--- config.mk ---
export PLATFORM = sky130hd
export DESIGN_NAME = gamepad_frame_parser_core
export DESIGN_NICKNAME = d
export VERILOG_FILES = /design/src/hw/rtl/gfp_pkg.sv /design/src/hw/rtl/gfp_front.sv /design/src/hw/rtl/gfp_queue.sv /design/src/hw/rtl/gfp_back.sv /design/src/hw/rtl/gamepad_frame_parser_core.sv
export SDC_FILE = /design/constraint.sdc
export NUM_CORES = 1
export LEC_CHECK = 0
export ABC_AREA = 1
export BUFFER_PORTS_ARGS = -buffer_cell sky130_fd_sc_hd__buf_4
export CORE_MARGIN = 2
export CORE_UTILIZATION = 30
export DETAILED_ROUTE_END_ITERATION = 12
export HOLD_SLACK_MARGIN = 0.05
export PLACE_DENSITY = 0.53
export REMOVE_ABC_BUFFERS = 1
export SLEW_MARGIN = 20
export SYNTH_ARGS = -nofsm -noshare
export SYNTH_HDL_FRONTEND = slang
export SYNTH_SLANG_ARGS = --single-unit
--- constraint.sdc ---
create_clock -name clk -period 11.6 [get_ports clk]
set_input_delay 1.16 -clock clk [delete_from_list [all_inputs] [get_ports clk]]
set_output_delay 1.16 -clock clk [all_outputs]
set_load 0.01 [all_outputs]
--- src/hw/rtl/gfp_pkg.sv ---
`timescale 1ns / 1ps
// Shared types and constants for the gamepad frame parser.
package gfp_pkg;

  // Payload length in bytes (valid range 8 to 16)
  localparam int PAYLOAD_BYTES = 15;

  // Payload bytes kept for decoding (sticks, triggers, buttons)
  localparam int STORE_DEPTH = 8;
  localparam int CNT_W       = 4;
  localparam int QUEUE_DEPTH = 2;

  // Header bytes 'D', 'S', '4'
  localparam logic [7:0] HDR_0 = 8'h44;
  localparam logic [7:0] HDR_1 = 8'h53;
  localparam logic [7:0] HDR_2 = 8'h34;

  // Configuration register indexes
  localparam logic [1:0] CFG_STICK_CENTER  = 2'd0;
  localparam logic [1:0] CFG_DEADZONE_LOW  = 2'd1;
  localparam logic [1:0] CFG_DEADZONE_HIGH = 2'd2;

  // Configuration reset values
  localparam logic [7:0] RST_STICK_CENTER  = 8'd127;
  localparam logic [7:0] RST_DEADZONE_LOW  = 8'd117;
  localparam logic [7:0] RST_DEADZONE_HIGH = 8'd137;

  // Captured payload bytes 0..7 of one frame
  typedef logic [STORE_DEPTH-1:0][7:0] frame_t;

  typedef struct packed {
    logic [7:0] stick_center;
    logic [7:0] deadzone_low;
    logic [7:0] deadzone_high;
  } cfg_t;

  // Decoded record, last field in the lowest bits
  typedef struct packed {
    logic [7:0]        right_trigger;
    logic [7:0]        left_trigger;
    logic signed [8:0] right_y;
    logic signed [8:0] right_x;
    logic signed [8:0] left_y;
    logic signed [8:0] left_x;
    logic [7:0]        other_buttons;
    logic [7:0]        dpad_dirs;
    logic [3:0]        face_buttons;
  } record_t;

endpackage

--- src/hw/rtl/gfp_front.sv ---
`timescale 1ns / 1ps
// Header hunt and payload capture; pushes one frame per completed payload.
module gfp_front #(
  parameter int PAYLOAD_BYTES = gfp_pkg::PAYLOAD_BYTES
) (
  input  logic            clk,
  input  logic            rst,
  input  logic            s_tvalid,
  output logic            s_tready,
  input  logic [7:0]      s_tdata,   // rx_byte[7:0]
  input  logic            q_full,
  output logic            q_push,
  output gfp_pkg::frame_t q_data
);

  localparam logic [gfp_pkg::CNT_W-1:0] LAST_IDX  = gfp_pkg::CNT_W'(PAYLOAD_BYTES - 1);
  localparam logic [gfp_pkg::CNT_W-1:0] STORE_CNT = gfp_pkg::CNT_W'(gfp_pkg::STORE_DEPTH);
  localparam int IDX_W = $clog2(gfp_pkg::STORE_DEPTH);

  typedef enum logic [1:0] {
    IDLE,
    GOT_D,
    GOT_S,
    CAPTURE
  } phase_t;

  phase_t                    phase;
  logic [gfp_pkg::CNT_W-1:0] count;
  gfp_pkg::frame_t           store;
  logic                      is_last;
  logic                      accept;
  logic                      store_wr;

  // Last payload byte needs a free queue slot
  assign is_last  = (phase == CAPTURE) && (count == LAST_IDX);
  assign s_tready = !is_last || !q_full;
  assign accept   = s_tvalid && s_tready;
  assign q_push   = accept && is_last;
  assign store_wr = (phase == CAPTURE) && (count < STORE_CNT);

  // Frame out: stored bytes, with the current beat forwarded into its slot
  always_comb begin
    for (int i = 0; i < gfp_pkg::STORE_DEPTH; i++) begin
      if (store_wr && (count[IDX_W-1:0] == IDX_W'(i))) begin
        q_data[i] = s_tdata;
      end else begin
        q_data[i] = store[i];
      end
    end
  end

  // Hunt state, payload counter and payload store
  always_ff @(posedge clk) begin
    if (rst) begin
      phase <= IDLE;
      count <= '0;
    end else if (accept) begin
      if (store_wr) begin
        store[count[IDX_W-1:0]] <= s_tdata;
      end
      unique case (phase)
        IDLE: begin
          phase <= (s_tdata == gfp_pkg::HDR_0) ? GOT_D : IDLE;
        end
        GOT_D: begin
          phase <= (s_tdata == gfp_pkg::HDR_1) ? GOT_S : IDLE;
        end
        GOT_S: begin
          if (s_tdata == gfp_pkg::HDR_2) begin
            phase <= CAPTURE;
            count <= '0;
          end else begin
            phase <= IDLE;
          end
        end
        CAPTURE: begin
          if (is_last) begin
            phase <= IDLE;
            count <= '0;
          end else begin
            count <= count + 1'b1;
          end
        end
        default: begin
          phase <= IDLE;
        end
      endcase
    end
  end

endmodule

--- src/hw/rtl/gfp_queue.sv ---
`timescale 1ns / 1ps
// Small frame queue between the capture front and the decode back end.
module gfp_queue (
  input  logic            clk,
  input  logic            rst,
  input  logic            push,
  input  gfp_pkg::frame_t push_data,
  output logic            full,
  output logic            not_empty,
  input  logic            pop,
  output gfp_pkg::frame_t head
);

  localparam int PTR_W  = $clog2(gfp_pkg::QUEUE_DEPTH);
  localparam int FILL_W = $clog2(gfp_pkg::QUEUE_DEPTH + 1);

  gfp_pkg::frame_t   mem [gfp_pkg::QUEUE_DEPTH];
  logic [PTR_W-1:0]  wr_ptr;
  logic [PTR_W-1:0]  rd_ptr;
  logic [FILL_W-1:0] fill;

  assign full      = (fill == FILL_W'(gfp_pkg::QUEUE_DEPTH));
  assign not_empty = (fill != '0);
  assign head      = mem[rd_ptr];

  // Storage
  always_ff @(posedge clk) begin
    if (push) begin
      mem[wr_ptr] <= push_data;
    end
  end

  // Pointers and fill level
  always_ff @(posedge clk) begin
    if (rst) begin
      wr_ptr <= '0;
      rd_ptr <= '0;
      fill   <= '0;
    end else begin
      if (push) begin
        wr_ptr <= wr_ptr + 1'b1;
      end
      if (pop) begin
        rd_ptr <= rd_ptr + 1'b1;
      end
      case ({push, pop})
        2'b10:   fill <= fill + 1'b1;
        2'b01:   fill <= fill - 1'b1;
        default: fill <= fill;
      endcase
    end
  end

endmodule

--- src/hw/rtl/gfp_back.sv ---
`timescale 1ns / 1ps
// Frame decode (buttons, D-pad, dead-zoned axes) into the output register.
module gfp_back (
  input  logic            clk,
  input  logic            rst,
  input  gfp_pkg::cfg_t   cfg,
  input  logic            q_valid,
  input  gfp_pkg::frame_t q_data,
  output logic            q_pop,
  output logic            m_tvalid,
  input  logic            m_tready,
  output logic [71:0]     m_tdata
);

  gfp_pkg::record_t rec;
  logic [7:0]       pad;
  logic             n;
  logic             w;
  logic             s;
  logic             e;

  // Axis: zero inside the open dead zone, else offset from center mod 512
  function automatic logic [8:0] axis(input logic [7:0] raw, input logic negate,
                                      input gfp_pkg::cfg_t c);
    logic [8:0] res;
    if ((raw > c.deadzone_low) && (raw < c.deadzone_high)) begin
      res = '0;
    end else if (negate) begin
      res = {1'b0, c.stick_center} - {1'b0, raw};
    end else begin
      res = {1'b0, raw} - {1'b0, c.stick_center};
    end
    return res;
  endfunction

  assign pad = q_data[6];
  assign n   = pad[4];
  assign w   = pad[5];
  assign s   = pad[6];
  assign e   = pad[7];

  // Record decode from the queue head
  always_comb begin
    rec.face_buttons  = pad[3:0];
    rec.dpad_dirs     = {e & n, e, s & e, s, w & s, w, w & n, n};
    rec.other_buttons = q_data[7];
    rec.left_x        = axis(q_data[0], 1'b0, cfg);
    rec.left_y        = axis(q_data[1], 1'b1, cfg);
    rec.right_x       = axis(q_data[2], 1'b0, cfg);
    rec.right_y       = axis(q_data[3], 1'b1, cfg);
    rec.left_trigger  = q_data[4];
    rec.right_trigger = q_data[5];
  end

  // Load output register when empty or being drained
  assign q_pop = q_valid && (!m_tvalid || m_tready);

  always_ff @(posedge clk) begin
    if (rst) begin
      m_tvalid <= 1'b0;
    end else if (q_pop) begin
      m_tvalid <= 1'b1;
    end else if (m_tready) begin
      m_tvalid <= 1'b0;
    end
  end

  always_ff @(posedge clk) begin
    if (q_pop) begin
      m_tdata <= rec;
    end
  end

endmodule

--- src/hw/rtl/gamepad_frame_parser_core.sv ---
`timescale 1ns / 1ps
// Gamepad frame parser top level: config registers, front capture, queue, back decode.
// Throughput: one rx byte per cycle; only the last payload byte waits, and only
// when the two-entry frame queue is full.
// After the last payload byte's beat the frame goes through the queue into the output register.
// Reset (rst, synchronous): hunt idle, queue and output empty, config to defaults.
module gamepad_frame_parser_core #(
  parameter int PAYLOAD_BYTES = gfp_pkg::PAYLOAD_BYTES
) (
  input  logic        clk,
  input  logic        rst,
  input  logic        s_tvalid,
  output logic        s_tready,
  input  logic [7:0]  s_tdata,    // rx_byte[7:0]
  output logic        m_tvalid,
  input  logic        m_tready,
  output logic [71:0] m_tdata,    // face_buttons[3:0], dpad_dirs[11:4], other_buttons[19:12],
                                  // left_x[28:20], left_y[37:29], right_x[46:38],
                                  // right_y[55:47], left_trigger[63:56], right_trigger[71:64]
  input  logic        cfg_valid,
  output logic        cfg_ready,
  input  logic [1:0]  cfg_index,
  input  logic [7:0]  cfg_data
);

  gfp_pkg::cfg_t   cfg;
  logic            q_full;
  logic            q_push;
  logic            q_valid;
  logic            q_pop;
  gfp_pkg::frame_t push_data;
  gfp_pkg::frame_t head;

  assign cfg_ready = 1'b1;

  // Configuration registers; unknown indexes are dropped
  always_ff @(posedge clk) begin
    if (rst) begin
      cfg.stick_center  <= gfp_pkg::RST_STICK_CENTER;
      cfg.deadzone_low  <= gfp_pkg::RST_DEADZONE_LOW;
      cfg.deadzone_high <= gfp_pkg::RST_DEADZONE_HIGH;
    end else if (cfg_valid) begin
      unique case (cfg_index)
        gfp_pkg::CFG_STICK_CENTER:  cfg.stick_center  <= cfg_data;
        gfp_pkg::CFG_DEADZONE_LOW:  cfg.deadzone_low  <= cfg_data;
        gfp_pkg::CFG_DEADZONE_HIGH: cfg.deadzone_high <= cfg_data;
        default: ;
      endcase
    end
  end

  gfp_front #(
    .PAYLOAD_BYTES(PAYLOAD_BYTES)
  ) u_front (
    .clk      (clk),
    .rst      (rst),
    .s_tvalid (s_tvalid),
    .s_tready (s_tready),
    .s_tdata  (s_tdata),
    .q_full   (q_full),
    .q_push   (q_push),
    .q_data   (push_data)
  );

  gfp_queue u_queue (
    .clk       (clk),
    .rst       (rst),
    .push      (q_push),
    .push_data (push_data),
    .full      (q_full),
    .not_empty (q_valid),
    .pop       (q_pop),
    .head      (head)
  );

  gfp_back u_back (
    .clk      (clk),
    .rst      (rst),
    .cfg      (cfg),
    .q_valid  (q_valid),
    .q_data   (head),
    .q_pop    (q_pop),
    .m_tvalid (m_tvalid),
    .m_tready (m_tready),
    .m_tdata  (m_tdata)
  );

endmodule

# After elaboration in Yosys (flattened, before gate mapping)
# Memory sizes are Yosys's and may differ from the RTL's. A register that Yosys moved wholly into a read port is not among the register bits.
# Cells that the tools add are included.
# classes
add_sub_neg	9
magnitude_cmp	11
n_eq_ne	21
mux	26
n_bitwise	5
reduce_logical	36
# ops
cell	n
2-to-1 mux 8 bit	9
bitwise mux 64 bit	1
subtractor 8 x 8 -> 9 bit	4
greater-than comparator 8 bit	4
< comparator 8 bit	4
demux 8 bit (select 3 bit)	1
logical AND 1 bit	18
== test 8 x 7 -> 1 bit, second input constant	2
== test 3 bit, second input constant	4
== test 2 bit, second input constant	5
== test 8 x 6 -> 1 bit, second input constant	1
2-to-1 mux 4 bit	2
case mux 2 bit (4 select lines)	1
case mux 4 bit (2 select lines)	1
AND reduction 2 bit	4
nonzero test 2 bit	4
2-to-1 mux 1 bit	7
== test 2 x 1 -> 1 bit, second input constant	3
== test 3 x 2 -> 1 bit, second input constant	2
2-to-1 mux 2 bit	3
AND reduction 3 bit	2
adder 4 x 1 -> 4 bit, second input constant	1
AND 1 bit	4
== test 4 bit, second input constant	1
14 further kinds	20
# word_totals
register_bits	171
mem_bits_rw	128
inputBits	23
out_inout_bits	75
memories	1
# memory_table
name	depth	word_bits	rd	rd_clocked_by_memory_dff	wr	line	rtl
u_queue.mem	2	64	1	1	1	gfp_queue.sv:17	gfp_pkg::frame_t mem [gfp_pkg::QUEUE_DEPTH];

# Longest topological paths before layout
# depth
depth_word	8
mapped_depth	15

# By module
# A second synthesis with hierarchy kept.
# unflattened
hier_cells	1317
hier_area_um2	14948.1
# modules_own_cells
module	instances	cells_per_inst	area_each_um2	seq_area_each_um2
gfp_back	1	641	5489.0	2182.1
gfp_queue	1	232	5146.2	3943.8
gfp_front	1	314	3335.7	2042.0
gamepad_frame_parser_core	1	130	977.2	480.5

# Worst setup path before layout
# OpenSTA, ideal clock, no wires.
# synth_path
kind	input -> register
start	in m_tready
end	reg u_queue.fill[1]
arrival_time_ns	5.971
required_ns	11.478
path_slack_ns	5.507
stages	7
path_cell_list	nor2_1 a21oi_1 ha_1 a21oi_1 o21ai_0 o21ai_0 a21oi_1
# synth_via
elab_chain_len	4
# synth_rtl
element	line	rtl
start: declaration	gamepad_frame_parser_core.sv:16	input logic m_tready,
logical OR 1 bit (*)	gfp_back.sv:56	assign q_pop = q_valid && (!m_tvalid || m_tready);
logical AND 1 bit (*)	gfp_back.sv:56	
named net q_pop	gamepad_frame_parser_core.sv:30	logic q_pop;
== test 2 x 1 -> 1 bit or == test 2 bit (tied branches)	gfp_queue.sv:46	case ({push, pop})
case mux 2 bit (2 select lines) or nonzero test 2 bit (tied branches)	n/a	
end signal: assignment	gfp_queue.sv:47	2'b10: fill <= fill + 1'b1;
end signal: assignment	gfp_queue.sv:48	2'b01: fill <= fill - 1'b1;
end signal: assignment	gfp_queue.sv:49	default: fill <= fill;
end: declaration	gfp_queue.sv:20	logic [FILL_W-1:0] fill;
# Mark *: on every way through the listed nets, which the timed path passes. The rest lies on a longest branch.
# A chain may end at the register's enable or synchronous reset.

# Final worst setup path
# layout_path
start	reg u_front.count[0] in the netlist's numbering
end	mem u_queue.mem[1][35] in the netlist's numbering (enable)
# layout_via
elab_chain_len	8
# layout_rtl
element	line	rtl
start: declaration	gfp_front.sv:28	logic [gfp_pkg::CNT_W-1:0] count;
start signal: assignment	gfp_front.sv:81	count <= count + 1'b1;
== test 4 bit (*)	gfp_front.sv:35	assign is_last = (phase == CAPTURE) && (count == LAST_IDX);
logical AND 1 bit (*)	gfp_front.sv:35	
zero test 1 bit	gfp_front.sv:36	assign s_tready = !is_last || !q_full;
logical OR 1 bit	gfp_front.sv:36	
logical AND 1 bit	gfp_front.sv:37	assign accept = s_tvalid && s_tready;
logical AND 1 bit (*)	gfp_front.sv:38	assign q_push = accept && is_last;
2-to-1 mux 1 bit (*)	gfp_queue.sv:28	if (push) begin
2-to-1 mux 1 bit (implied by the code) (*)	gfp_queue.sv:29	mem[wr_ptr] <= push_data;
end: declaration	gfp_queue.sv:17	
# Mark *: on every way between the ends. The rest lies on a longest branch, timed or not.

==> results.cfg <==
[power]
powerDensity_nw_per_um2 = 212
ir_drop_v = 0.000105
p_leak_nw = 7.12

[layout]
fillCellCount = 4668
fin_cells = 2115
area_delta_synth_final_pct = 17.2
drive_gt1_share_pct = 12.7
diodes = 0
fin_nets = 1606
regArea_sq_um = 8650
multiInputGateArea_sq_um = 5040

[sta]
fmax_mhz = 311
hold_viol_final = 0
fin_ws_ps = 8380
period_share_pct = 27.7
setup_violations = 0
drv_slew = 0
fin_tns_setup_ps = 0
fin_skew_ps = 19.5
relSlewSlack_pct = 27.2
fin_crit_ps = 3220
rsz0062_at_grt = false
worst_pin_slew_ps = 1090

[critical_path]
r2r_end = u_queue.mem[1][35]
endpoint_kind = flip-flop
r2r_slack_ps = 8380
path_max_fanout = 38
critPathLaunchType = flip-flop
cp.arrival_ps = 3380
rr_startpoint = u_front.count[0]
critical_path_class = flip-flop to flip-flop
rr_worst_depth = 7
crit_required_ps = 11770

[grt]
antenna_found_initial = 1
grt.overflow.total = 0
grt_util_all_layers_pct = 13.6
grt_max_degree = 65
grt_first_pass_wirelength_um = 52200
first_global_vias = 9213

[clocking]
clk-insertion-delay-late_ps = 530
clock-root-buffer = clkbuf_16
cts_resized = 0
cts_buffers = 34
htree_levels = 2
clk_pin_slew_ps = 60
cts_sinks = 300
cts_hold_buf = 0
cts_tree = built
cts_buffer_depth = 3
post_cts_buffers = 0

[route]
viasPerCell = 4.55
wl_um = 33800
dr.first_iter.drc_count = 629
dr.pass1.iters = 7
wire_per_inst_um = 16.0
num_vias = 9617
ant_nets = 0
drc_errors = 0

[yosys]
yosys_warnings = 0
syn_avg_cell_area_sq_um = 10.5
syn_area_sq_um = 14400
synth_edf_count = 264
synth_seq_area_share_pct = 60.0
synth_cell_types = 36
syn_inst = 1371
ys_ff_latch = 300
synthFlopType = edfxtp_1
async_flop_share_pct = 0

[die]
core_sq_um = 47500
io_pins = 98
initial_core_util_pct = 30.3
die_y_um = 223
num_rows = 80
dieWidth_um = 223
die_area_sq_um = 49800

[min_path]
whs_path_depth = 1
min-delay-start = u_queue.rd_ptr
min_path_type = flip-flop to flip-flop

[placement]
dp_slack_ps = 8120
port_buffers = 96
hpwl_um = 23500
place_inst = 2059
place_congestion = 0.849

[flow_run]
cap_violations = 0

[status]
status = finished clean
-- Yosys cell counts (2+ instances only) --
master / n / area [sq um]
a21boi_0: 4 / 30.0
a21o_1: 4 / 30.0
a21oi_1: 83 / 415
and2_1: 2 / 12.5
buf_2: 5 / 25.0
buf_6: 8 / 90.1
clkbuf_1: 15 / 56.3
clkinv_1: 4 / 15.0
dfxtp_1: 36 / 721
edfxtp_1: 264 / 7930
fa_1: 4 / 80.1
ha_1: 99 / 1240
inv_1: 145 / 544
nand2_1: 412 / 1550
nand2_4: 6 / 67.6
nand3_1: 30 / 150
nand3_4: 7 / 123
nand3b_1: 7 / 52.6
nand4_1: 17 / 106
nor2_1: 53 / 199
nor2_8: 2 / 40.0
nor3_1: 4 / 20.0
o211ai_1: 13 / 97.6
o21ai_0: 56 / 280
o21ai_1: 50 / 250
o21bai_1: 2 / 15.0
or2_2: 20 / 125
xnor2_1: 3 / 26.3
xor2_1: 9 / 78.8
-- stage by stage --
stage	area (sq um)	utilization, %	total power [mW]	hold WS, ps
after floorplan	14200	-	2.18	426
after global placement	15800	33.2	2.57	427
after detailed placement	15800	33.2	2.59	441
after CTS	16900	35.5	3.65	449
after global routing	16900	35.5	3.84	481
final	16900	35.5	3.59	442
-- cells in the final DEF, fill, tap and decap left out, types with 6 or more instances in the layout --
cell       count
dfxtp_1       35
clkinv_1       9
ha_1          99
buf_4        102
nand3_1       30
clkbuf_1       6
nand3b_1       7
edfxtp_1     264
o21ai_1       50
or2_2         20
nand3_4        7
nand2_4        6
inv_1        145
a21oi_1       82
nand4_1       17
o21ai_0       56
o211ai_1      13
xor2_1         9
nand2_1      412
clkbuf_16     34
nor2_1        52
-- power breakdown --
part	internal (mW)	switching (mW)
Combinational	0.423	0.702
Clock	0.621	0.424
Sequential	1.38	0.0406
-- routing by layer --
layer	routed length (um)	up-vias	share of wire (%)	track usage [%]
li1	-	4876	-	-
met1	15200	4487	45	17.8
met2	16400	208	48	23.3
met3	1570	46	4.6	1.99
met4	715	0	2.1	3.96
met5	0	-	0	0
-- final cells by class --
class | instances | area share, %
timing repair buffer | 102 | 4.53
clock inverter | 14 | 1.12
inverter | 151 | 3.37
tap | 615 | 4.56
sequential | 300 | 51.2
multi-input combinational | 891 | 29.9
clock buffer | 42 | 5.33
-- sequential cells by signal, summed over array words and instances (netlist names), named ones only --
register	flops
cfg	24
u_front.phase	2
u_back.m_tvalid	1
u_front.count	4
u_queue.fill	2
u_queue.wr_ptr	1
u_back.m_tdata	72
u_front.store	64
u_queue.rd_ptr	1
u_queue.mem	128
-- critical path, stage by stage, from the launching register on --
cell	delay, ps
dfxtp_1	370
inv_1	160
ha_1	350
nand2_4	100
nor2_8	170
nand4_1	310
nor2_4	740
buf_4	590
-- worst max path at each step --
stage                         end              from  depth (start not counted)  slack [ps]
6_report       u_queue.mem[1][35]  u_front.count[0]                          7        8380
5_1_grt        u_queue.mem[1][54]  u_front.count[0]                          7        8140
4_1_cts        u_queue.mem[1][61]  u_front.count[0]                          7        8310
3_5_place_dp    u_front.store[54]               rst                          6        8120
3_3_place_gp    u_front.store[24]               rst                          6        8130
2_1_floorplan     u_queue.fill[1]          m_tready                          7        5510
-- cell families after synthesis --
logic type	count (synthesis)	synth area share, %
adders and majority gates	103	9.15
buffers and inverters	180	5.19
AOI/OAI and AO/OA	213	7.82
and+or+nand+nor	562	17.1
other	1	0.0260
DFF	300	60.0
xor gates and xnor gates	12	0.729
No activity file was read; power rests on OpenSTA's default activity.
